### src/rtl/snp_delay.sv
// snp_delay: fixed-depth register line for a valid bit and its sideband word
// depends on nothing; keeps side data aligned with the multiplier and divider pipes
`timescale 1ns / 1ps

module snp_delay #(
  parameter int W     = 8,
  parameter int Depth = 2
) (
  input  logic         clk_i,
  input  logic         rst_ni,
  input  logic         en_i,
  input  logic         valid_i,
  input  logic [W-1:0] data_i,
  output logic         valid_o,
  output logic [W-1:0] data_o
);

  logic [Depth-1:0] valid_q;
  logic [W-1:0]     data_q [Depth];

  always_ff @(posedge clk_i or negedge rst_ni) begin
    if (!rst_ni) begin
      valid_q <= '0;
    end else if (en_i) begin
      valid_q <= {valid_q[Depth-2:0], valid_i};
    end
  end

  always_ff @(posedge clk_i) begin
    if (en_i) begin
      data_q[0] <= data_i;
      for (int k = 1; k < Depth; k++) begin
        data_q[k] <= data_q[k-1];
      end
    end
  end

  assign valid_o = valid_q[Depth-1];
  assign data_o  = data_q[Depth-1];

endmodule
### config.mk
export PLATFORM = sky130hd
export DESIGN_NAME = snp_delay
export DESIGN_NICKNAME = d
export VERILOG_FILES = /design/src/rtl/snp_delay.sv
export SDC_FILE = /design/constraint.sdc
export NUM_CORES = 1
export LEC_CHECK = 0
export BUFFER_PORTS_ARGS = -buffer_cell sky130_fd_sc_hd__buf_2
export CORE_UTILIZATION = 45
export CTS_CLUSTER_DIAMETER = 60
export DETAILED_ROUTE_END_ITERATION = 6
export GPL_ROUTABILITY_DRIVEN = 0
export PLACE_DENSITY = 0.74
export SETUP_SLACK_MARGIN = 0.02
export SLEW_MARGIN = 15
export SYNTH_ARGS = -nofsm -noshare
export SYNTH_HDL_FRONTEND = slang
export SYNTH_SLANG_ARGS = --single-unit
### constraint.sdc
create_clock -name clk_i -period 1.75 [get_ports clk_i]
set_input_delay 0.35 -clock clk_i [delete_from_list [all_inputs] [get_ports clk_i]]
set_output_delay 0.35 -clock clk_i [all_outputs]
set_load 0.05 [all_outputs]
Word-level counts from Yosys, hierarchy flattened
Memories as Yosys holds them, arrays and structs flattened.
Cells that the tools add are included.

word-level totals
  register bits after elaboration = 2
  RAM bits = 16
  bits of input ports = 12
  output and inout port bits = 9
  word-level logic and storage cells = 4
  memories = 1

memories
  name    depth  width  read ports  clocked after Yosys merged registers in  wr ports  RTL line  text
  data_q  2      8      2           0                                        2         19        logic [W-1:0] data_q [Depth];

operators by class
  mux-type cells = 2

operator list
  operator  number
  $mux W1   2

Logic depth before layout (Yosys ltp)
Gate-level depths: netlist (run 1).

  depth in word-level cells = 2
  mapped depth = 1

Least setup slack after synthesis (run 1)
OpenSTA, ideal clock, no wires.

  kind = reg-to-reg
  start = register valid_q[1] (netlist name)
  end = register valid_q[1]
  data arrival time = 863 ps
  setup slack = 762 ps
  cell stages (with the launch flop) = 2
  period minus slack after synthesis = 988 ps
  cells stage by stage = dfrtp_1 -> mux2_2

RTL lines
  element                 RTL line  text
  end signal: assignment  25        valid_q <= {valid_q[Depth-2:0], valid_i};
  end: declaration        18        logic [Depth-1:0] valid_q;

Worst setup path after layout (run 1)
  start = register valid_q[1]
  end = output valid_o

RTL lines
  element           RTL line  text
  end: declaration  14        output logic valid_o,

No word-level cell between the ends.

==> run metrics, run 1 <==
initial DRC count=3; Clk Latency, worst-skew pair=about 270 ps; Starting Density=between 50 and 60%; clock transition at the registers of the reported paths=~90 ps; DRC=0; Detail Route Antenna Nets=0; WL met3=roughly 69 um; Leak Pwr=approximately 0.28 nW; Required @ worst endpoint=around 1400 ps; status=completed; endpoints failing setup=0; Final period util=slightly above 70%; TritonCTS Buffers=3; worst min-delay path category=primary input to flop; GRT Total Usage=approximately 10%; largest net degree at the start of global routing=19; CP Launch Type=flop; Slew headroom=between 70 and 80%; max_cap viols=0; vias in the first global route=around 230; chip height=just under 40 um; fraction of layout cells with a size suffix above 1=approximately 57%; FP Rows=12; GR Overflow Total=0; Hold WS=approximately 250 ps; Area Growth Syn to Fin=14.7%; Syn Area/Cell=between 20 and 25 um2; sequential area share after synthesis=between 80% and 90%; delay-heaviest family, CP=flip-flops; Setup Skew=2.65 ps; Root Buffer=clkbuf_4; Antenna diodes=0; Worst path max stage delay=roughly 360 ps; YS warnings=0; DRT met1 WL=roughly 240 um; Fin Setup TNS=0 ps; Fin. Hold Viols=0; synth top area cells=edfxtp_1 78%, buf_4 9.8%, dfrtp_1 8.2%; Seq cells post-synth=18; NumNets Final=between 50 and 60; post-synth cell types=4; TritonCTS clock tree=yes; IO buf count=20; Synth Instances=28; Clock Sink Count=18; Via density=approximately 4.5; Total Wirelength=approximately 630 um; initial antenna violation count=0; crit-path cells=buf_2; min cycle time layout=about 1200 ps; PostCTS Resize Cnt=0; DR pass1 iterations=4; arrival time at the worst endpoint=890 ps; die area=0.00151 mm2; Slew @ Worst Pin=~370 ps; routed via count=roughly 260; first-pass GRT wire length=roughly 900 um; Synth area leader=edfxtp_1; Pins Over Slew Limit=0; Synth async-reset ratio=between 10 and 15%; Critical Path End Type=primary output; Clock Path Buffers=2; Boundary Pins=21; core outline area=~0.0012 mm2; Setup CP Type=flop to primary output; Synth Flop Type=edfxtp_1; Post-Syn Nets=40; Commonest cells post-synth=16 x edfxtp_1, 8 x buf_4, 2 x dfrtp_1, 2 x mux2_2; count leader, synth=edfxtp_1; Worst Path Max Fanout=2; Max Freq=approximately 0.81 GHz; power per standard cell area=between 1000 and 1500 mW/mm2; Mapped Area=between 600 and 700 um2; htree depth=1; RSZ-0062 raised after global routing=no; routed len/inst=around 11 um; peak supply drop=565 uV; Yosys top cell area share=78.4%; WL met2=around 320 um; Post-synth EDFFs=16; top routing layer in use=met3; Die W=between 30 and 40 um; Bufs and invs on worst path=1; CP max-delay cell=dfrtp_1
[registers in the layout, summed over array words and instances, names as in the netlist]
signal	count
valid_q	2
data_q	16
[power breakdown]
part / switching, W / total (W) / internal (W)
Combinational: 0.0000732 / 0.0000983 / 0.0000251
Sequential: 0.00000873 / 0.000514 / 0.000506
Clock: 0.000102 / 0.000182 / 0.0000796
Total: 0.000184 / 0.000795 / 0.000610
[cell families (layout without fill, tap and decap cells)]
group    after synthesis  in the layout  synth area share (%)
flops                 18             18                  86.5
buf+inv                8             24                  9.80
mux                    2              2                  3.67
[cell usage in the layout (no fill, tap or decap), drive strengths merged]
cell	n
mux2	2
buf	20
dlygate4sd3	1
dfrtp	2
clkbuf	3
edfxtp	16
[metal layers]
layer | track usage, % | vias to the layer above
met2 | 18.3 | 18
met4 | 7.76 | 0
met5 | 0 | -
li1 | - | 129
met1 | 8.43 | 114
met3 | 3.47 | 0
[path summary, 6_finish.rpt]
check | startpoint | to | slack, ps | depth (start not counted)
setup / recovery | valid_q[1]$_DFFE_PN0P_ | valid_o | 510 | 1
hold / removal | data_i[7] | data_q[0][7]$_DFFE_PP_ | 250 | 1
setup reg to reg | valid_q[0]$_DFFE_PN0P_ | valid_q[0]$_DFFE_PN0P_ | 990 | 1
hold reg to reg | data_q[0][3]$_DFFE_PP_ | data_q[0][11]$_DFFE_PP_ | 420 | 0
max in group asynchronous | rst_ni | valid_q[1]$_DFFE_PN0P_ | 1270 | 2
min in group asynchronous | rst_ni | valid_q[0]$_DFFE_PN0P_ | 380 | 2
[repair_timing]
action	in CTS	in global routing
hold buffers	1	0
setup buffers	0	0
hold endpoints to repair	2	0
[metrics by stage]
stage	instances	utilization, %	area [um2]	worst slack [ps]	total power (W)
finish	58	59.3	703	509	0.000795
global route	58	59.3	703	451	0.000828
CTS	58	59.3	703	505	0.000803
detailed placement	54	56.5	671	556	0.000622
global placement	54	56.5	671	604	0.000617
floorplan	28	-	613	762	0.000602
[cell type report]
| class | count | area, um2 |
|---|---|---|
| multi-input cells | 2 | 22.5 |
| fillers | 92 | 483 |
| clock buffers | 3 | 22.5 |
| repair buffers | 21 | 110 |
| flip-flops and latches | 18 | 531 |
| well taps | 14 | 17.5 |
Power figures use the tool's default switching activity.
==> run 2: changes to the inputs <==
==> constraint.sdc (replaced) <==
create_clock -name clk_i -period 1.15 [get_ports clk_i]
set_input_delay 0.23 -clock clk_i [delete_from_list [all_inputs] [get_ports clk_i]]
set_output_delay 0.23 -clock clk_i [all_outputs]
set_load 0.05 [all_outputs]
==> run metrics, run 2 (synthesis gave the netlist of run 1 again) <==
GR Overflow Total=0 (unchanged); Pins Over Slew Limit=0 (unchanged); Fin. Hold Viols=0 (unchanged); Worst Path Max Fanout=1 (-1); Detail Route Antenna Nets=0 (unchanged); clock transition at the registers of the reported paths=90 ps (about the same); htree depth=1 (unchanged); Area after DPL=686 um2 (+2.2%); Setup Skew=6.12 ps (+3.47 ps); Critical Path End Type=primary output; RSZ-0062 raised after global routing=yes; Boundary Pins=21 (unchanged); Clk Latency, worst-skew pair=280 ps (about the same); crit-path cells=buf_4; Setup CP Type=flop to primary output; hold path endpoint=data_q[0][1]$_DFFE_PP_; power per standard cell area=1680 mW/mm2 (+49%); # Post-CTS Setup Buffers=0 (unchanged); most common cell after layout, fill and taps aside=edfxtp_1; reg2reg setup slack=360 ps (-630 ps); initial DRC count=6 (+3); Int Power=0.000963 W (+58%); r2r startpoint=valid_q[1]$_DFFE_PN0P_; Final period util=94.7%; endpoints failing setup=0 (unchanged); Root Buffer=clkbuf_4; Reg2Reg Capture Point=valid_q[1]$_DFFE_PN0P_; delay-heaviest family, CP=flip-flops; clock power share=23.9% (+1.0 points); NumNets Final=60 (+3.4%); IO buf count=20 (unchanged); TritonCTS Buffers=3 (unchanged); arrival time at the worst endpoint=860 ps (-30 ps); vias in the first global route=252 (+11%); min cycle time layout=approximately 1100 ps; layout filler cell count=93 (+1.1%); most frequent cells in the layout=16 x edfxtp_1, 13 x buf_2, 7 x buf_4; GRT Total Usage=11.8% (+1.8 points); combinational share of power=13.6% (+1.2 points); critical path depth=1 (unchanged); Required @ worst endpoint=920 ps (-480 ps); routed via count=277 (+6.1%); FP Rows=12 (unchanged); Slew headroom=83.5% (+8.3 points); Via density=4.54 (+0.91%); first-pass GRT wire length=1.09 mm (+22%); TritonCTS clock tree=yes; largest net degree at the start of global routing=11 (-8); design area=747 um2 (+6.2%); Leak Pwr=0.304 nW (+6.8%); Reg with most FFs=data_q; DRC=0 (unchanged); initial antenna violation count=0 (unchanged); routed len/inst=11.8 um (+8.0%); Max Freq=roughly 0.92 GHz; Switch Pwr=0.000296 W (+61%); Total Wirelength=719 um (+14%); Bufs and invs on worst path=1 (unchanged); Clock Path Buffers=2 (unchanged); DR pass1 iterations=4 (unchanged); Starting Density=51.7% (unchanged); Largest register FFs=16 (unchanged); CP max-delay cell=edfxtp_1; die area=0.00151 mm2 (unchanged); worst min-delay path category=primary input to flop; R2R depth=1 (unchanged); Top Registers=data_q (16), valid_q (2); max_cap viols=0 (unchanged); fraction of layout cells with a size suffix above 1=57.4% (+0.63 points); Worst path max stage delay=380 ps (+20 ps); sequential share of power=62.5% (-2.2 points); hold depth=1 (unchanged); Area Growth Syn to Fin=21.8%; switching portion of total power=23.5% (+0.33 points); Fin Setup TNS=0 ps (unchanged); Slew @ Worst Pin=249 ps (-123 ps); chip height=38.9 um (unchanged); core outline area=0.00119 mm2 (unchanged); HP Start=data_i[1]; Antenna diodes=0 (unchanged); peak supply drop=957 uV (+70%); CP Launch Type=flop; Clock Sink Count=18 (unchanged); Die W=38.9 um (unchanged); status=completed
==> run 2: cell count changes in the layout (fill, tap and decap cells not counted), sizes merged <==
cell / delta
buf: +2
clkbuf: +1
==> run 2: final cells by class <==
type,instances,area [um2],share of cell area (%)
Sequential cell,18,531,71.0
Timing Repair Buffer,23,150,20.1
Clock buffer,4,26.3,3.52
Multi-Input combinational cell,2,22.5,3.02
Tap cell,14,17.5,2.35
==> run 2: per-layer routing <==
| layer | vias up | routed length [um] | GRT usage (%) |
|---|---|---|---|
| met5 | - | 0 | 0 |
| met4 | 0 | 0 | 7.76 |
| met3 | 0 | 82 | 3.47 |
| met2 | 20 | 366 | 17.9 |
| met1 | 122 | 270 | 14.6 |
| li1 | 135 | - | - |
==> run 2: stage by stage <==
stage	hold slack (ps)	power (W)	util, %	worst slack (ps)	instances
global placement	13.7	0.000944	57.8	347	56
detailed placement	18.4	0.000954	57.8	320	56
finish	117	0.00126	63.0	61.4	61
CTS	110	0.00126	61.3	25.4	61
floorplan	-65.6	0.000916	-	162	28
global route	99.4	0.00132	63.0	14.1	61
==> run 2: power by group through the flow <==
stage	logic, W	registers [W]	clock network, W
finish	0.000172	0.000786	0.000301
global route	0.000180	0.000791	0.000344
CTS	0.000161	0.000785	0.000314
detailed placement	0.000154	0.000799	0
global placement	0.000150	0.000794	0
floorplan	0.000102	0.000814	0
==> run 2: repair_timing <==
| item | 4_1_cts | 5_1_grt |
|---|---|---|
| hold buffers | 1 | 0 |
| gates resized for setup | 2 | 12 |
| hold endpoints to repair | 2 | 0 |
| endpoints found under the setup margin | 2 | 7 |
==> run 2: how the worst max path moves through the flow <==
stage          slack [ps]               startpoint                     end
3_3_place_gp          350   valid_q[1]$_DFFE_PN0P_                 valid_o
5_1_grt                10  data_q[0][10]$_DFFE_PP_               data_o[2]
2_1_floorplan         160   valid_q[1]$_DFFE_PN0P_  valid_q[1]$_DFFE_PN0P_
3_5_place_dp          320                     en_i  data_q[0][7]$_DFFE_PP_
6_report               60  data_q[0][10]$_DFFE_PP_               data_o[2]
4_1_cts                30  data_q[0][10]$_DFFE_PP_               data_o[2]
==> run 3: changes to the inputs <==
--- a/config.mk
+++ b/config.mk
@@ -11,6 +11,7 @@
 export DETAILED_ROUTE_END_ITERATION = 6
 export GPL_ROUTABILITY_DRIVEN = 0
 export PLACE_DENSITY = 0.74
+export REMOVE_ABC_BUFFERS = 1
 export SETUP_SLACK_MARGIN = 0.02
 export SLEW_MARGIN = 15
 export SYNTH_ARGS = -nofsm -noshare
==> run metrics, run 3 (synthesis gave the netlist of run 1 again) <==
Layout Cells excl Fill=60 (-1.6%); Antenna diodes=0 (unchanged); CP max-delay cell=edfxtp_1; Placed Cells incl. Taps=55 (-1.8%); core outline area=0.00119 mm2 (unchanged); worst min-delay path category=primary input to flop; Total Wirelength=785 um (+9.2%); Setup CP Type=flop to primary output; Root Buffer=clkbuf_4; HP Start=data_i[1]; reg2reg setup slack=410 ps (+50 ps); vias in the first global route=263 (+4.4%); Fin. Hold Viols=0 (unchanged); Largest register FFs=16 (unchanged); Setup WS pre-CTS=219 ps (-100 ps); r2r startpoint=valid_q[0]$_DFFE_PN0P_; die area=0.00151 mm2 (unchanged); Leak Pwr=0.304 nW (about the same); initial DRC count=10 (+4); TritonCTS clock tree=yes; Via density=4.57 (+0.57%); Slew headroom=83.6% (about the same); Final period util=94.0% (-0.65 points); Boundary Pins=21 (unchanged); FP Rows=12 (unchanged); CP Launch Type=flop; GRT busiest layer=met2; R2R depth=1 (unchanged); Detail Route Antenna Nets=0 (unchanged); chip height=38.9 um (unchanged); crit-path cells=buf_2; Starting Density=51.7% (unchanged); Max Freq=0.925 GHz (+0.69%); Bufs and invs on worst path=1 (unchanged); largest net degree at the start of global routing=13 (+2); setup ws final=68.8 ps (+7.45 ps); Pins Over Slew Limit=0 (unchanged); IO buf count=20 (unchanged); Worst path max stage delay=320 ps (-60 ps); min cycle time layout=1080 ps (-7.45 ps); Die W=38.9 um (unchanged); Hold WS=122 ps (+5.14 ps); Top Registers=data_q (16), valid_q (2); most frequent cells in the layout=16 x edfxtp_1, 13 x buf_2, 5 x buf_4; # Post-CTS Setup Buffers=0 (unchanged); routed via count=274 (-1.1%); Worst Path Max Fanout=1 (unchanged); TritonCTS Buffers=3 (unchanged); hold path endpoint=data_q[0][1]$_DFFE_PP_; power per standard cell area=1670 mW/mm2 (-0.90%); clock transition at the registers of the reported paths=90 ps (about the same); GRT Total Usage=13.5% (+1.7 points); DRC=0 (unchanged); met2 usage=23.8% (+5.8 points); peak supply drop=790 uV (-17%); most common cell after layout, fill and taps aside=edfxtp_1; met3 Use GR=5.20% (+1.7 points); Setup Skew=2.53 ps (-3.59 ps); htree depth=1 (unchanged); Critical Path End Type=primary output; Slew @ Worst Pin=248 ps (-0.615 ps); Clk Latency, worst-skew pair=280 ps (about the same); initial antenna violation count=0 (unchanged); Reg with most FFs=data_q; Clock Sink Count=18 (unchanged); arrival time at the worst endpoint=850 ps (about the same); DR pass1 iterations=4 (unchanged); GR Overflow Total=0 (unchanged); hold depth=1 (unchanged); max_cap viols=0 (unchanged); first-pass GRT wire length=1.14 mm (+4.4%); Required @ worst endpoint=920 ps (about the same); Fin Setup TNS=0 ps (unchanged); Clock Path Buffers=2 (unchanged); Area Growth Syn to Fin=22.7%; fin util=63.4% (+0.42 points); status=completed; endpoints failing setup=0 (unchanged); Reg2Reg Capture Point=valid_q[0]$_DFFE_PN0P_; fraction of layout cells with a size suffix above 1=56.5% (-0.93 points); NumNets Final=59 (-1.7%); met1 global-route usage=12.0% (-2.5 points); RSZ-0062 raised after global routing=yes; routed len/inst=13.1 um (+11%); delay-heaviest family, CP=flip-flops
## run 3: how the worst max path moves through the flow
stage,slack [ps],endpoint,depth (start not counted),from
CTS,30,data_o[4],1,data_q[0][12]$_DFFE_PP_
global route,20,data_o[2],1,data_q[0][10]$_DFFE_PP_
global placement,260,valid_q[1]$_DFFE_PN0P_,2,en_i
floorplan,160,valid_q[1]$_DFFE_PN0P_,1,valid_q[1]$_DFFE_PN0P_
finish,70,data_o[0],1,data_q[0][8]$_DFFE_PP_
detailed placement,220,valid_q[0]$_DFFE_PN0P_,2,en_i
## run 3: timing repair
action	CTS	global route
setup endpoints to repair	3	6
hold buffers	1	0
endpoints found under the hold margin	2	0
gates resized for setup	3	10
## run 3: area by class of cell
type                            instances  area, um2
Timing Repair Buffer                   22        155
Clock buffer                            4       26.3
Multi-Input combinational cell          2       22.5
Sequential cell                        18        531
Tap cell                               14       17.5
Fill cell                              86        434
## run 3: through the flow
stage          area, um2  total power, W
2_1_floorplan        553        0.000892
3_5_place_dp         691        0.000958
6_report             752         0.00126
5_1_grt              752         0.00132
4_1_cts              734         0.00127
3_3_place_gp         691        0.000948
## run 3: routing by layer
metal / share of wire [%] / routed length [um] / vias up
met3: 9.9 / 78 / 2
met1: 34 / 268 / 123
li1: - / - / 130
met5: 0 / 0 / -
met4: 0.64 / 5 / 0
met2: 55 / 433 / 19
## run 3: power by group
group	internal [W]	total (W)	switching (W)
Combinational	0.0000589	0.000172	0.000113
Clock	0.000134	0.000298	0.000164
Sequential	0.000770	0.000786	0.0000162
Total	0.000963	0.00126	0.000293
