$ cat src/rtl/snp_mul.sv
// snp_mul: two-stage signed multiplier, magnitude split into chunk partial products
// depends on nothing; used by segment_nearest_points_unit
`timescale 1ns / 1ps

module snp_mul #(
  parameter int AW = 17,
  parameter int BW = 17,
  parameter int CW = 17
) (
  input  logic                 clk_i,
  input  logic                 en_i,
  input  logic signed [AW-1:0] a_i,
  input  logic signed [BW-1:0] b_i,
  output logic signed [AW+BW-1:0] p_o
);

  localparam int NC = (BW + CW - 1) / CW;
  localparam int PW = AW + NC * CW;

  logic [AW-1:0]      am;
  logic [NC*CW-1:0]   bm;
  logic [AW+CW-1:0]   pp_q [NC];
  logic               neg_q;
  logic [PW-1:0]      acc;
  logic [AW+BW-1:0]   p_q;

  always_comb begin
    am = a_i[AW-1] ? AW'(~a_i + 1'b1) : AW'(a_i);
    bm = b_i[BW-1] ? (NC*CW)'(BW'(~b_i + 1'b1)) : (NC*CW)'(BW'(b_i));
  end

  always_ff @(posedge clk_i) begin
    if (en_i) begin
      for (int k = 0; k < NC; k++) begin
        pp_q[k] <= (AW+CW)'(am) * (AW+CW)'(bm[k*CW +: CW]);
      end
      neg_q <= a_i[AW-1] ^ b_i[BW-1];
    end
  end

  always_comb begin
    acc = '0;
    for (int k = 0; k < NC; k++) begin
      acc = acc + (PW'(pp_q[k]) << (k * CW));
    end
  end

  always_ff @(posedge clk_i) begin
    if (en_i) begin
      p_q <= neg_q ? (AW+BW)'(~acc + 1'b1) : (AW+BW)'(acc);
    end
  end

  assign p_o = $signed(p_q);

endmodule

$ cat config.mk
export PLATFORM = sky130hd
export DESIGN_NAME = snp_mul
export DESIGN_NICKNAME = d
export VERILOG_FILES = /design/src/rtl/snp_mul.sv
export SDC_FILE = /design/constraint.sdc
export NUM_CORES = 1
export LEC_CHECK = 0
export BUFFER_PORTS_ARGS = -buffer_cell sky130_fd_sc_hd__buf_2
export CELL_PAD_IN_SITES_DETAIL_PLACEMENT = 0
export CELL_PAD_IN_SITES_GLOBAL_PLACEMENT = 1
export CORE_UTILIZATION = 35
export CTS_CLUSTER_DIAMETER = 200
export DETAILED_ROUTE_END_ITERATION = 8
export PLACE_DENSITY = 0.62
export SLEW_MARGIN = 20
export SYNTH_ARGS = -nofsm -noshare
export SYNTH_HDL_FRONTEND = slang
export SYNTH_SLANG_ARGS = --single-unit
$ cat constraint.sdc
create_clock -name clk_i -period 11.1 [get_ports clk_i]
set_input_delay 1.11 -clock clk_i [delete_from_list [all_inputs] [get_ports clk_i]]
set_output_delay 1.11 -clock clk_i [all_outputs]
set_load 0.005 [all_outputs]
# --- Word-level counts from Yosys, hierarchy flattened ---
# Memory sizes are Yosys's and may differ from the RTL's.
# Cells that the tools add are included.
totals:
  regBits: 35
  latch_bits: 0
  ram_bits: 34
  rom_bits: 0
  output_inout_bits: 34
  word_cells: 16
  mem_count: 1
classes:
  addsub: 3
  mul: 1
  div: 0
  magnitude_cmp: 0
  n_eq_ne: 0
  shift: 0
  n_mux: 5
  bitwise_logic: 4
  n_reduce_logical: 0
memory_table:
  columns: ["memory", "words", "word_bits", "rd", "rd_clocked_by_memory_dff", "write_ports", "line", "rtl"]
  rows:
  - ["pp_q", 1, 34, 1, 0, 1, "22", "logic [AW+CW-1:0] pp_q [NC];"]
ops:
  columns: ["operator", "n"]
  rows:
  - ["17-bit by 1-bit adder with 17-bit output, second input constant", 2]
  - ["34-bit by 1-bit adder with 34-bit output, second input constant", 1]
  - ["17-bit by 17-bit multiplier with 34-bit output", 1]
  - ["17-bit 2-to-1 mux", 2]
  - ["34-bit 2-to-1 mux", 1]
  - ["17-bit inverter", 2]
  - ["34-bit inverter", 1]
  - ["1-bit 2-to-1 mux", 2]
  - ["1-bit XOR", 1]

# --- Depth between registers and ports, before layout ---
# Gate-level depths: netlist (run 1).
logic_depth:
  depth_word: 4
  mapped_depth: 29
  mapped_depth_nobuf: 25

# --- Least setup slack after synthesis (run 1) ---
# Ideal clock, no wire load.
synth_timing:
  kind: "in2reg"
  startpoint: "input a_i[0]"
  endpoint: "memory pp_q[0][28] (netlist bit), data pin"
  setup_ns: 0.258
  arrival_ns: 8.018
  required_time_ns: 10.842
  slack_ns: 2.824
  stages: 27
  cell_sequence: "clkbuf_1 inv_1 clkbuf_1 ha_1 nand2b_1 or4_4 o41ai_2 xnor2_1 buf_2 nand2_1 fa_1 fa_1 fa_1 inv_1 fa_1 fa_1 inv_1 fa_1 inv_1 ha_1 clkbuf_1 a21o_1 a21oi_1 o21ai_0 o211ai_1 or3b_2 xnor2_1"
synth_via:
  elab_chain_cells: 4
synth_lines:
  columns: ["element", "line", "rtl"]
  rows:
  - ["start, declared", "12", "input logic signed [AW-1:0] a_i,"]
  - ["17-bit inverter", "28", "am = a_i[AW-1] ? AW'(~a_i + 1'b1) : AW'(a_i);"]
  - ["17-bit by 1-bit adder with 17-bit output", "28", null]
  - ["17-bit 2-to-1 mux *", "28", null]
  - ["17-bit by 17-bit multiplier with 34-bit output *", "35", "pp_q[k] <= (AW+CW)'(am) * (AW+CW)'(bm[k*CW +: CW]);"]
  - ["end, declared", "22", null]
# Every way passes the cells marked *; elsewhere a longest branch is shown, timed or not.

# --- Worst setup path in the final report (run 1) ---
layout_timing:
  startpoint: "input a_i[0]"
  endpoint: "memory pp_q[0][29] (netlist bit), data pin"
# Same word-level chain as after synthesis.

==> metrics.yaml, run 1 <==
status:
  status: "finished clean"
min_path:
  hold_start: "pp_q[0][0]"
  hp-class: "register to register"
global_routing:
  gr-total-overflow: 0
  antenna_found_initial: 0
  grt_max_degree: 70
  track_usage_pct: 19.8
  grt_pass1_vias: 10200
  grt_first_pass_wirelength_um: 58500
worst_setup_path:
  crit_start: "a_i[0]"
  slowest_delay_ns: 0.57
  crit_path_max_fanout: 11
  critPathArrivalTime_ns: 8.80
  crit_top_cell: "fa_1"
  reg2reg_from: "pp_q[0][0]"
  crit_type: "primary input to register"
  cp-start-kind: "primary input"
  end_kind: "register"
  critPathSlowestCell: "xor2_1"
  crit_required_ns: 11.22
synth:
  synth_edf_count: 69
  ys_seq_elements: 69
  synthesis.area_um2: 13100
  synth-async-reset-ratio_pct: 0
  synth_ff_type: "edfxtp_1"
  synth_cell_types: 61
  yosysWarningCount: 0
  netlist_instances: 1431
  synth_nets: 1802
  seq_area_frac_synth_pct: 15.8
  synth_area_per_cell_um2: 9.18
place:
  dp_hpwl_um: 30700
  placed_cell_area_um2: 14100
  globalplace.congestion: 0.862
  portBuffers: 69
final_layout:
  area_growth_syn_to_layout_pct: 9.51
  num-nets-final: 1865
  fin_area_um2: 14400
  num_antenna_cells: 0
  drive_gt1_share_pct: 8.61
  fillCellCount: 3802
floorplanning:
  fp.dieH_um: 196
  core_um2: 36800
  die_area_um2: 38300
  rows: 70
  ios: 70
  start_util_pct: 35.7
  die-width_um: 196
sta:
  min_period_over_period_pct: 78.1
  finClkSkew_ns: 0.00656
  worstMarginPinSlew_ns: 1.18
  rsz0062_at_grt: "no"
  final-max-slew-violation-count: 0
  fin_crit_ns: 8.67
  setup_viol: 0
  max-slew-margin-rel_pct: 21.3
  hold_viol: 0
  clock.fmax_ghz: 0.115
  finalSetupTns_ns: 0
route:
  remaining_drc_errors: 0
  wl_um: 36000
  wl_per_cell_um: 18.3
  dr.pass1.iters: 5
  antenna_left: 0
  vias: 9648
  drtIter0Drc: 552
  drt-vias-per-instance: 4.90
cts:
  post_cts_resized: 0
  clockBufferDepth: 2
  clk_pin_slew_worst_paths_ns: 0.05
  cts_tree: "built"
  clock_latency_ns: 0.33
  postCtsSetupBuffers: 0
  cts_sinks: 69
  h-tree-depth: 3
  cts_hold_buf: 0
  clock-root-buffer: "clkbuf_16"
  numCtsBuffers: 9
run:
  cap_violations: 0
[flip-flops by register name, summed over array words and instances, names as in the netlist]
signal  count
p_o        34
pp_q       34
neg_q       1
[cells in the mapped netlist, drive strengths merged, types with 3 or more instances]
master,count,area (um2)
inv,285,1070
fa,224,4480
nand2,212,798
nor2,141,529
ha,111,1390
xnor2,78,691
edfxtp,69,2070
o21ai,36,180
xor2,36,315
a21oi,35,175
clkbuf,33,124
o31ai,15,118
a21o,14,105
nor3,12,60.1
and2,11,68.8
or4,10,93.8
nand4,9,56.3
o41ai,9,93.8
o21a,7,52.6
nand2b,6,37.5
or3,6,37.5
buf,5,25.0
nand3,5,25.0
o211ai,5,37.5
nor2b,4,25.0
or2,4,25.0
a2111oi,3,26.3
a211o,3,26.3
a31oi,3,18.8
and3,3,18.8
nor4,3,25.0
o21bai,3,22.5
[area by class of cell]
cell class	count	area (um2)	share of cell area, %
inverters	285	1070	7.44
clock inverters	3	12.5	0.0870
well taps	468	586	4.07
flip-flops and latches	69	2070	14.4
repair buffers	90	503	3.50
multi-input cells	1039	9900	68.8
clock buffers	13	240	1.67
[cell usage in the layout, fill, tap and decap left out, types with 7 or more instances in the layout]
| cell type | synthesis | final |
|---|---|---|
| o21a_1 | 7 | 7 |
| xnor2_1 | 77 | 72 |
| o41ai_1 | 7 | 7 |
| buf_2 | 5 | 69 |
| o31ai_1 | 14 | 14 |
| and2_1 | 11 | 11 |
| xor2_1 | 36 | 34 |
| clkbuf_16 | 0 | 9 |
| nor3_1 | 12 | 12 |
| nor2_1 | 141 | 141 |
| nand2_1 | 211 | 211 |
| nand4_1 | 9 | 9 |
| ha_1 | 111 | 111 |
| buf_4 | 0 | 21 |
| edfxtp_1 | 69 | 69 |
| a21oi_1 | 35 | 35 |
| a21o_1 | 14 | 14 |
| inv_1 | 285 | 285 |
| fa_1 | 224 | 224 |
| o21ai_0 | 35 | 34 |
[layer usage]
metal	wire length (um)	up-vias	part of all wire, %	global-route usage (%)
met1	18200	4754	51	29.2
li1	-	4625	-	-
met2	15600	232	43	31.3
met3	1550	37	4.3	1.91
met4	604	0	1.7	4.57
met5	0	-	0	0
[metrics by stage]
stage / worst slack (ns) / utilization (%) / instances / hold WS (ns)
final: 2.43 / 39.1 / 1967 / 0.545
after global routing: 2.15 / 39.1 / 1967 / 0.554
after CTS: 2.41 / 39.0 / 1967 / 0.541
after detailed placement: 2.11 / 38.3 / 1951 / 0.531
after global placement: 2.32 / 38.3 / 1951 / 0.535
after floorplan: 2.82 / - / 1431 / 0.474
[kinds of logic (layout without fill, tap and decap cells)]
kind of cell / count (synthesis) / after routing / synth area share [%]
XOR/XNOR: 114 / 114 / 7.66
adder cells (fa/ha/maj): 335 / 335 / 44.7
multiplexers: 1 / 1 / 0.0857
flip-flops: 69 / 69 / 15.8
AND/OR/NAND/NOR: 438 / 438 / 14.7
buffers and inverters: 323 / 391 / 9.28
AO/OA/AOI/OAI: 151 / 151 / 7.76
[critical path, delay by kind of cell]
family	cells	cell delay, ns
AO/OA/AOI/OAI	5	1.46
XOR/XNOR	1	0.57
adder cells (fa/ha/maj)	8	3.69
buffers and inverters	6	0.71
AND/OR/NAND/NOR	5	1.22
[final timing paths]
check	end	slack (ns)	cells past startpoint
max reg2reg	p_o[30]	8.18	8
min reg2reg	p_o[0]	0.54	0
max	pp_q[0][29]	2.43	25
min	p_o[0]	0.54	0
Power of run 1 is left out: the tool's default activity adds up to more than one toggle a clock period on the data nets, which glitch-free logic cannot reach.
==> run 2, diff against run 1 <==
--- a/config.mk
+++ b/config.mk
@@ -5,13 +5,14 @@
 export SDC_FILE = /design/constraint.sdc
 export NUM_CORES = 1
 export LEC_CHECK = 0
+export ABC_AREA = 1
 export BUFFER_PORTS_ARGS = -buffer_cell sky130_fd_sc_hd__buf_2
 export CELL_PAD_IN_SITES_DETAIL_PLACEMENT = 0
 export CELL_PAD_IN_SITES_GLOBAL_PLACEMENT = 1
 export CORE_UTILIZATION = 35
 export CTS_CLUSTER_DIAMETER = 200
 export DETAILED_ROUTE_END_ITERATION = 8
-export PLACE_DENSITY = 0.62
+export PLACE_DENSITY = 0.66
 export SLEW_MARGIN = 20
 export SYNTH_ARGS = -nofsm -noshare
 export SYNTH_HDL_FRONTEND = slang
==> constraint.sdc (replaced) <==
create_clock -name clk_i -period 7.1 [get_ports clk_i]
set_input_delay 0.71 -clock clk_i [delete_from_list [all_inputs] [get_ports clk_i]]
set_output_delay 0.71 -clock clk_i [all_outputs]
set_load 0.005 [all_outputs]
==> run 2 against run 1 <==
  * Hold slack worse by 0.096 ns
  * Flip-flop and latch count stayed put
  * Design area is 11% higher
  * Clock skew is 0.0018 ns higher
  * Non-clock buffer count is 39 higher
  * Synthesized area is 9.0% higher
  * Register-to-register slack worse by 3.1 ns
  * Synthesized cell count is 32% higher
  * First-iteration DRC count is 1.8% higher
  * Critical path depth is 5 higher
  * Via count is 20% higher
  * Die area is 8.9% higher
  * Critical path type unchanged
  * Critical endpoint is now pp_q[0][24]
  * Highest routed layer unchanged
==> metrics.yaml, run 2 <==
worst_setup_path:
  critPathArrivalTime_ns: 6.71  # was 8.80 ns
  end_kind: "register"  # unchanged
  crit_required_ns: 7.19  # was 11.22 ns
  crit_path_max_fanout: 7  # was 11
  slowest_delay_ns: 0.55  # was 0.57 ns
  critPathSlowestCell: "fa_1"  # was xor2_1
  cp-start-kind: "primary input"  # unchanged
  crit_type: "primary input to register"  # unchanged
  crit_top_cell: "nand2_1"  # was fa_1
final_layout:
  area_growth_syn_to_layout_pct: 11.1  # was 9.51%
  num_antenna_cells: 0  # unchanged
  num-nets-final: 2367  # was 1,865
  drive_gt1_share_pct: 9.40  # was 8.61%
  final_common_cell: "nand2_1"  # was inv_1
  final_cell_mix: "nand2_1, inv_1, fa_1"  # was inv_1, fa_1, nand2_1
  fillCellCount: 4247  # was 3,802
sta:
  max-slew-margin-rel_pct: 43.2  # was 21.3%
  final-max-slew-violation-count: 0  # unchanged
  fin_crit_ns: 6.62
  rsz0062_at_grt: "no"  # unchanged
  finClkSkew_ns: 0.00833  # was 0.00656 ns
  setup_viol: 0  # unchanged
  worstMarginPinSlew_ns: 0.852  # was 1.18 ns
  min_period_over_period_pct: 93.3
  finalSetupTns_ns: 0  # unchanged
  hold_viol: 0  # unchanged
  clock.fmax_ghz: 0.151
global_routing:
  antenna_found_initial: 0  # unchanged
  grt_max_degree: 70  # unchanged
  grt_first_pass_wirelength_um: 64300  # was 58,500 um
  track_usage_pct: 19.8  # about the same
  gr-total-overflow: 0  # unchanged
  grt_pass1_vias: 12300  # was 10,200
synth:
  synth_common_cells: "nand2_1, inv_1, fa_1"  # was inv_1, fa_1, nand2_1
  synth_area_per_cell_um2: 7.56  # was 9.18 um2
  netlist_instances: 1894  # was 1,431
  synth_area_leader_cell: "fa_1"  # unchanged
  ys_seq_elements: 69  # unchanged
  synth_top_area_share_pct: 31.3  # was 34.1%
  yosysWarningCount: 0  # unchanged
  synth_nets: 2265  # was 1,802
  synth_cell_types: 39  # was 61
  synthesis.area_um2: 14300  # was 13,100 um2
  synth.most_common_cell: "nand2_1"  # was inv_1
  synth_edf_count: 69  # unchanged
  seq_area_frac_synth_pct: 14.5  # was 15.8%
  synth.area.top_cells: "fa_1, edfxtp_1, nand2_1"  # was fa_1, edfxtp_1, ha_1
  synth_ff_type: "edfxtp_1"  # unchanged
  synth-async-reset-ratio_pct: 0  # unchanged
floorplanning:
  start_util_pct: 35.8  # was 35.7%
  ios: 70  # unchanged
  rows: 73  # was 70
  fp.dieH_um: 204  # was 196 um
  core_um2: 40000  # was 36,800 um2
  die-width_um: 204  # was 196 um
  die_area_um2: 41700  # was 38,300 um2
run:
  cap_violations: 0  # unchanged
route:
  dr.pass1.iters: 5  # unchanged
  antenna_left: 0  # unchanged
  wl_um: 38900  # was 36,000 um
  drtIter0Drc: 562  # was 552
  wl_per_cell_um: 15.4  # was 18.3 um
  drt-vias-per-instance: 4.58  # was 4.90
  remaining_drc_errors: 0  # unchanged
  vias: 11600  # was 9,648
cts:
  h-tree-depth: 3  # unchanged
  numCtsBuffers: 9  # unchanged
  clk_pin_slew_worst_paths_ns: 0.06  # was 0.05 ns
  cts_hold_buf: 0  # unchanged
  clock_latency_ns: 0.33  # about the same
  clock-root-buffer: "clkbuf_16"  # unchanged
  clockBufferDepth: 2  # unchanged
  cts_sinks: 69  # unchanged
  cts_tree: "built"  # unchanged
place:
  portBuffers: 69  # unchanged
  dp_hpwl_um: 34300  # was 30,700 um
  globalplace.congestion: 0.889  # was 0.862
min_path:
  hp-class: "register to register"  # unchanged
status:
  status: "finished clean"  # unchanged
## run 2: cell types whose count changed after synthesis, moves of 14 or more
cell      previous run  this run
clkbuf_1            33         9
inv_1              285       472
nand2_1            211       539
nand3_1              5        67
nor2_1             141       207
o21ai_0             35        21
xnor2_1             77        11
## run 2: repair_timing
item / 4_1_cts / 5_1_grt
setup endpoints to repair: 0 / 2
gates resized for setup: 0 / 2
buffers inserted: 0 / 0
## run 2: worst paths after layout
path | startpoint | to | slack (ns) | cells past startpoint
max | a_i[1] | pp_q[0][24] | 0.48 | 30
min | pp_q[0][0] | p_o[0] | 0.45 | 0
max reg2reg | pp_q[0][0] | p_o[18] | 5.13 | 9
min reg2reg | pp_q[0][0] | p_o[0] | 0.45 | 0
## run 2: kinds of logic after synthesis
| logic type | synth area share [%] |
|---|---|
| buffers and inverters | 14.3 |
| AO/OA/AOI/OAI | 2.63 |
| XOR/XNOR | 3.56 |
| adder cells (fa/ha/maj) | 41.0 |
| AND/OR/NAND/NOR | 24.0 |
| flip-flops | 14.5 |
## run 2: stage by stage
step / cell area [um2] / cells / worst slack (ns) / hold slack [ns] / utilization (%)
3_3_place_gp: 15500 / 2509 / 0.161 / 0.435 / 38.9
2_1_floorplan: 14300 / 1894 / 0.468 / 0.426 / -
6_report: 15900 / 2526 / 0.479 / 0.449 / 39.8
5_1_grt: 15900 / 2526 / 0.0974 / 0.466 / 39.8
3_5_place_dp: 15500 / 2509 / 0.128 / 0.438 / 38.9
4_1_cts: 15900 / 2525 / 0.472 / 0.452 / 39.7
## run 2: layout make-up
cell class / count / area, um2 / share of cell area (%)
well taps: 525 / 657 / 4.13
repair buffers: 129 / 816 / 5.13
inverters: 484 / 1820 / 11.4
flip-flops and latches: 69 / 2070 / 13.0
clock buffers: 10 / 229 / 1.44
multi-input cells: 1303 / 10200 / 64.1
clock inverters: 6 / 111 / 0.700
## run 2: worst max-delay path: cells and delay by family
| family | cells | cell delay (ns) |
|---|---|---|
| adders and majority gates | 8 | 3.70 |
| and+or+nand+nor | 14 | 1.59 |
| buffers and inverters | 7 | 0.49 |
| AOI/OAI and AO/OA | 1 | 0.22 |
## run 2: layer usage
metal  global-route usage [%]  wire, um
met1                     25.6     17400
met2                     35.6     19200
met3                     1.83      1530
met4                     4.29       696
met5                        0         0
Power of run 2 is left out for the same reason.
==> run 3, diff against run 2 <==
--- a/config.mk
+++ b/config.mk
@@ -10,10 +10,10 @@
 export CELL_PAD_IN_SITES_DETAIL_PLACEMENT = 0
 export CELL_PAD_IN_SITES_GLOBAL_PLACEMENT = 1
 export CORE_UTILIZATION = 35
+export CTS_BUF_LIST = sky130_fd_sc_hd__clkbuf_4 sky130_fd_sc_hd__clkbuf_8 sky130_fd_sc_hd__clkbuf_16
 export CTS_CLUSTER_DIAMETER = 200
 export DETAILED_ROUTE_END_ITERATION = 8
 export PLACE_DENSITY = 0.66
-export SLEW_MARGIN = 20
 export SYNTH_ARGS = -nofsm -noshare
 export SYNTH_HDL_FRONTEND = slang
 export SYNTH_SLANG_ARGS = --single-unit
==> run 3 against run 2 <==
  * Clock skew about the same
  * Critical endpoint unchanged
  * Utilization hardly changed
  * Via count about the same
  * Hold slack barely moved
  * Maximum frequency up 0.34%
  * Flip-flop and latch count stayed put
  * Sequential share of layout area hardly changed
  * Wire length is essentially flat
  * Non-clock buffer count down 1
  * Die area stayed put
  * First-iteration DRC count up 0.18%
==> metrics.yaml, run 3 (synthesis results as in run 2) <==
worst_setup_path:
  crit_path_max_fanout: 7  # unchanged
  crit_required_ns: 7.19  # about the same
  r2r_cells: 4  # was 9
  critPathArrivalTime_ns: 6.69  # was 6.71 ns
  crit_buf_inv: 8  # was 7
  critPathSlowestCell: "fa_1"  # unchanged
  crit_type: "primary input to register"  # unchanged
  crit_family: "adder cells"  # unchanged
  cp-start-kind: "primary input"  # unchanged
  cp.depth: 28  # was 30
  reg2reg_slack_ns: 4.94  # was 5.13 ns
  slowest_delay_ns: 0.55  # about the same
  end_kind: "register"  # unchanged
sta:
  worstMarginPinSlew_ns: 1.12  # was 0.852 ns
  fin_crit_ns: 6.60  # was 6.62 ns
  finClkSkew_ns: 0.00836  # was 0.00833 ns
  finalSetupTns_ns: 0  # unchanged
  final-max-slew-violation-count: 0  # unchanged
  min_period_over_period_pct: 92.9  # was 93.3%
  clock.fmax_ghz: 0.152  # was 0.151 GHz
  rsz0062_at_grt: "no"  # unchanged
  setup_viol: 0  # unchanged
  max-slew-margin-rel_pct: 25.6  # was 43.2%
  hold_viol: 0  # unchanged
global_routing:
  met2_usage_pct: 35.6  # unchanged
  use_met3_pct: 1.83  # unchanged
  use_met1_pct: 25.6  # unchanged
  gr-total-overflow: 0  # unchanged
  grt_pass1_vias: 12300  # unchanged
  grt_first_pass_wirelength_um: 64300  # unchanged
  grt.busiest_layer: "met2"  # unchanged
  track_usage_pct: 19.8  # unchanged
  antenna_found_initial: 0  # unchanged
  grt_max_degree: 70  # unchanged
cts:
  clock-root-buffer: "clkbuf_16"  # unchanged
  cts_hold_buf: 0  # unchanged
  postCtsSetupBuffers: 0  # unchanged
  clock_latency_ns: 0.33  # about the same
  h-tree-depth: 3  # unchanged
  cts_sinks: 69  # unchanged
  clk_pin_slew_worst_paths_ns: 0.06  # about the same
  numCtsBuffers: 9  # unchanged
  clockBufferDepth: 2  # unchanged
  cts_tree: "built"  # unchanged
place:
  dp_hpwl_um: 34300  # unchanged
  portBuffers: 69  # unchanged
  globalplace.congestion: 0.889  # unchanged
floorplanning:
  die-width_um: 204  # unchanged
  ios: 70  # unchanged
  rows: 73  # unchanged
  start_util_pct: 35.8  # unchanged
  fp.dieH_um: 204  # unchanged
  die_area_um2: 41700  # unchanged
  core_um2: 40000  # unchanged
route:
  remaining_drc_errors: 0  # unchanged
  vias: 11600  # about the same
  wl_per_cell_um: 15.4  # about the same
  drt-vias-per-instance: 4.58  # about the same
  wl_um: 38800  # was 38,900 um
  dr.pass1.iters: 5  # unchanged
  antenna_left: 0  # unchanged
  drtIter0Drc: 563  # was 562
status:
  status: "finished clean"  # unchanged
final_layout:
  final_common_cell: "nand2_1"  # unchanged
  num_antenna_cells: 0  # unchanged
  final_cell_mix: "nand2_1, inv_1, fa_1"  # unchanged
  area_growth_syn_to_layout_pct: 11.0  # was 11.1%
  drive_gt1_share_pct: 9.40  # about the same
  fillCellCount: 4249  # was 4,247
  num-nets-final: 2366  # was 2,367
min_path:
  hp-class: "register to register"  # unchanged
  hold_depth: 0  # unchanged
run:
  cap_violations: 0  # unchanged
-- run 3: path summary, 6_finish.rpt --
| check | from | end |
|---|---|---|
| worst min-delay path | pp_q[0][0] | p_o[0] |
| worst min register to register | pp_q[0][0] | p_o[0] |
| worst max register to register | neg_q | p_o[2] |
| worst max-delay path | a_i[5] | pp_q[0][24] |
-- run 3: routing by layer --
metal,share of wire [%],routed length (um)
met1,45,17400
met3,4.0,1540
met5,0,0
met4,1.8,699
met2,49,19200
-- run 3: layout make-up --
type	instances	area (um2)	share of cell area (%)
Multi-Input combinational cell	1303	10200	64.2
Sequential cell	69	2070	13.0
Inverter	484	1820	11.4
Timing Repair Buffer	128	801	5.04
Tap cell	525	657	4.13
Clock buffer	10	233	1.46
Clock inverter	6	111	0.701
-- run 3: worst reg2reg max path, cell delays in order (launching register included) --
cell	delay, ns
edfxtp_1	1.08
inv_1	0.43
nor2_1	0.21
xor2_1	0.15
inv_1	0.04
-- run 3: what timing repair did --
item | 4_1_cts | 5_1_grt
endpoints found under the setup margin | 0 | 2
hold endpoints to repair | 0 | 0
resized for setup | 0 | 2
-- run 3: metrics by stage --
| step | instances | util [%] | worst slack (ns) | hold slack [ns] | cell area, um2 |
|---|---|---|---|---|---|
| floorplan | 1894 | - | 0.468 | 0.426 | 14300 |
| global placement | 2509 | 38.9 | 0.161 | 0.435 | 15500 |
| detailed placement | 2509 | 38.9 | 0.128 | 0.438 | 15500 |
| CTS | 2525 | 39.7 | 0.472 | 0.452 | 15900 |
| global route | 2525 | 39.7 | 0.0975 | 0.466 | 15900 |
| finish | 2525 | 39.7 | 0.502 | 0.449 | 15900 |
Power of run 3 is left out for the same reason.
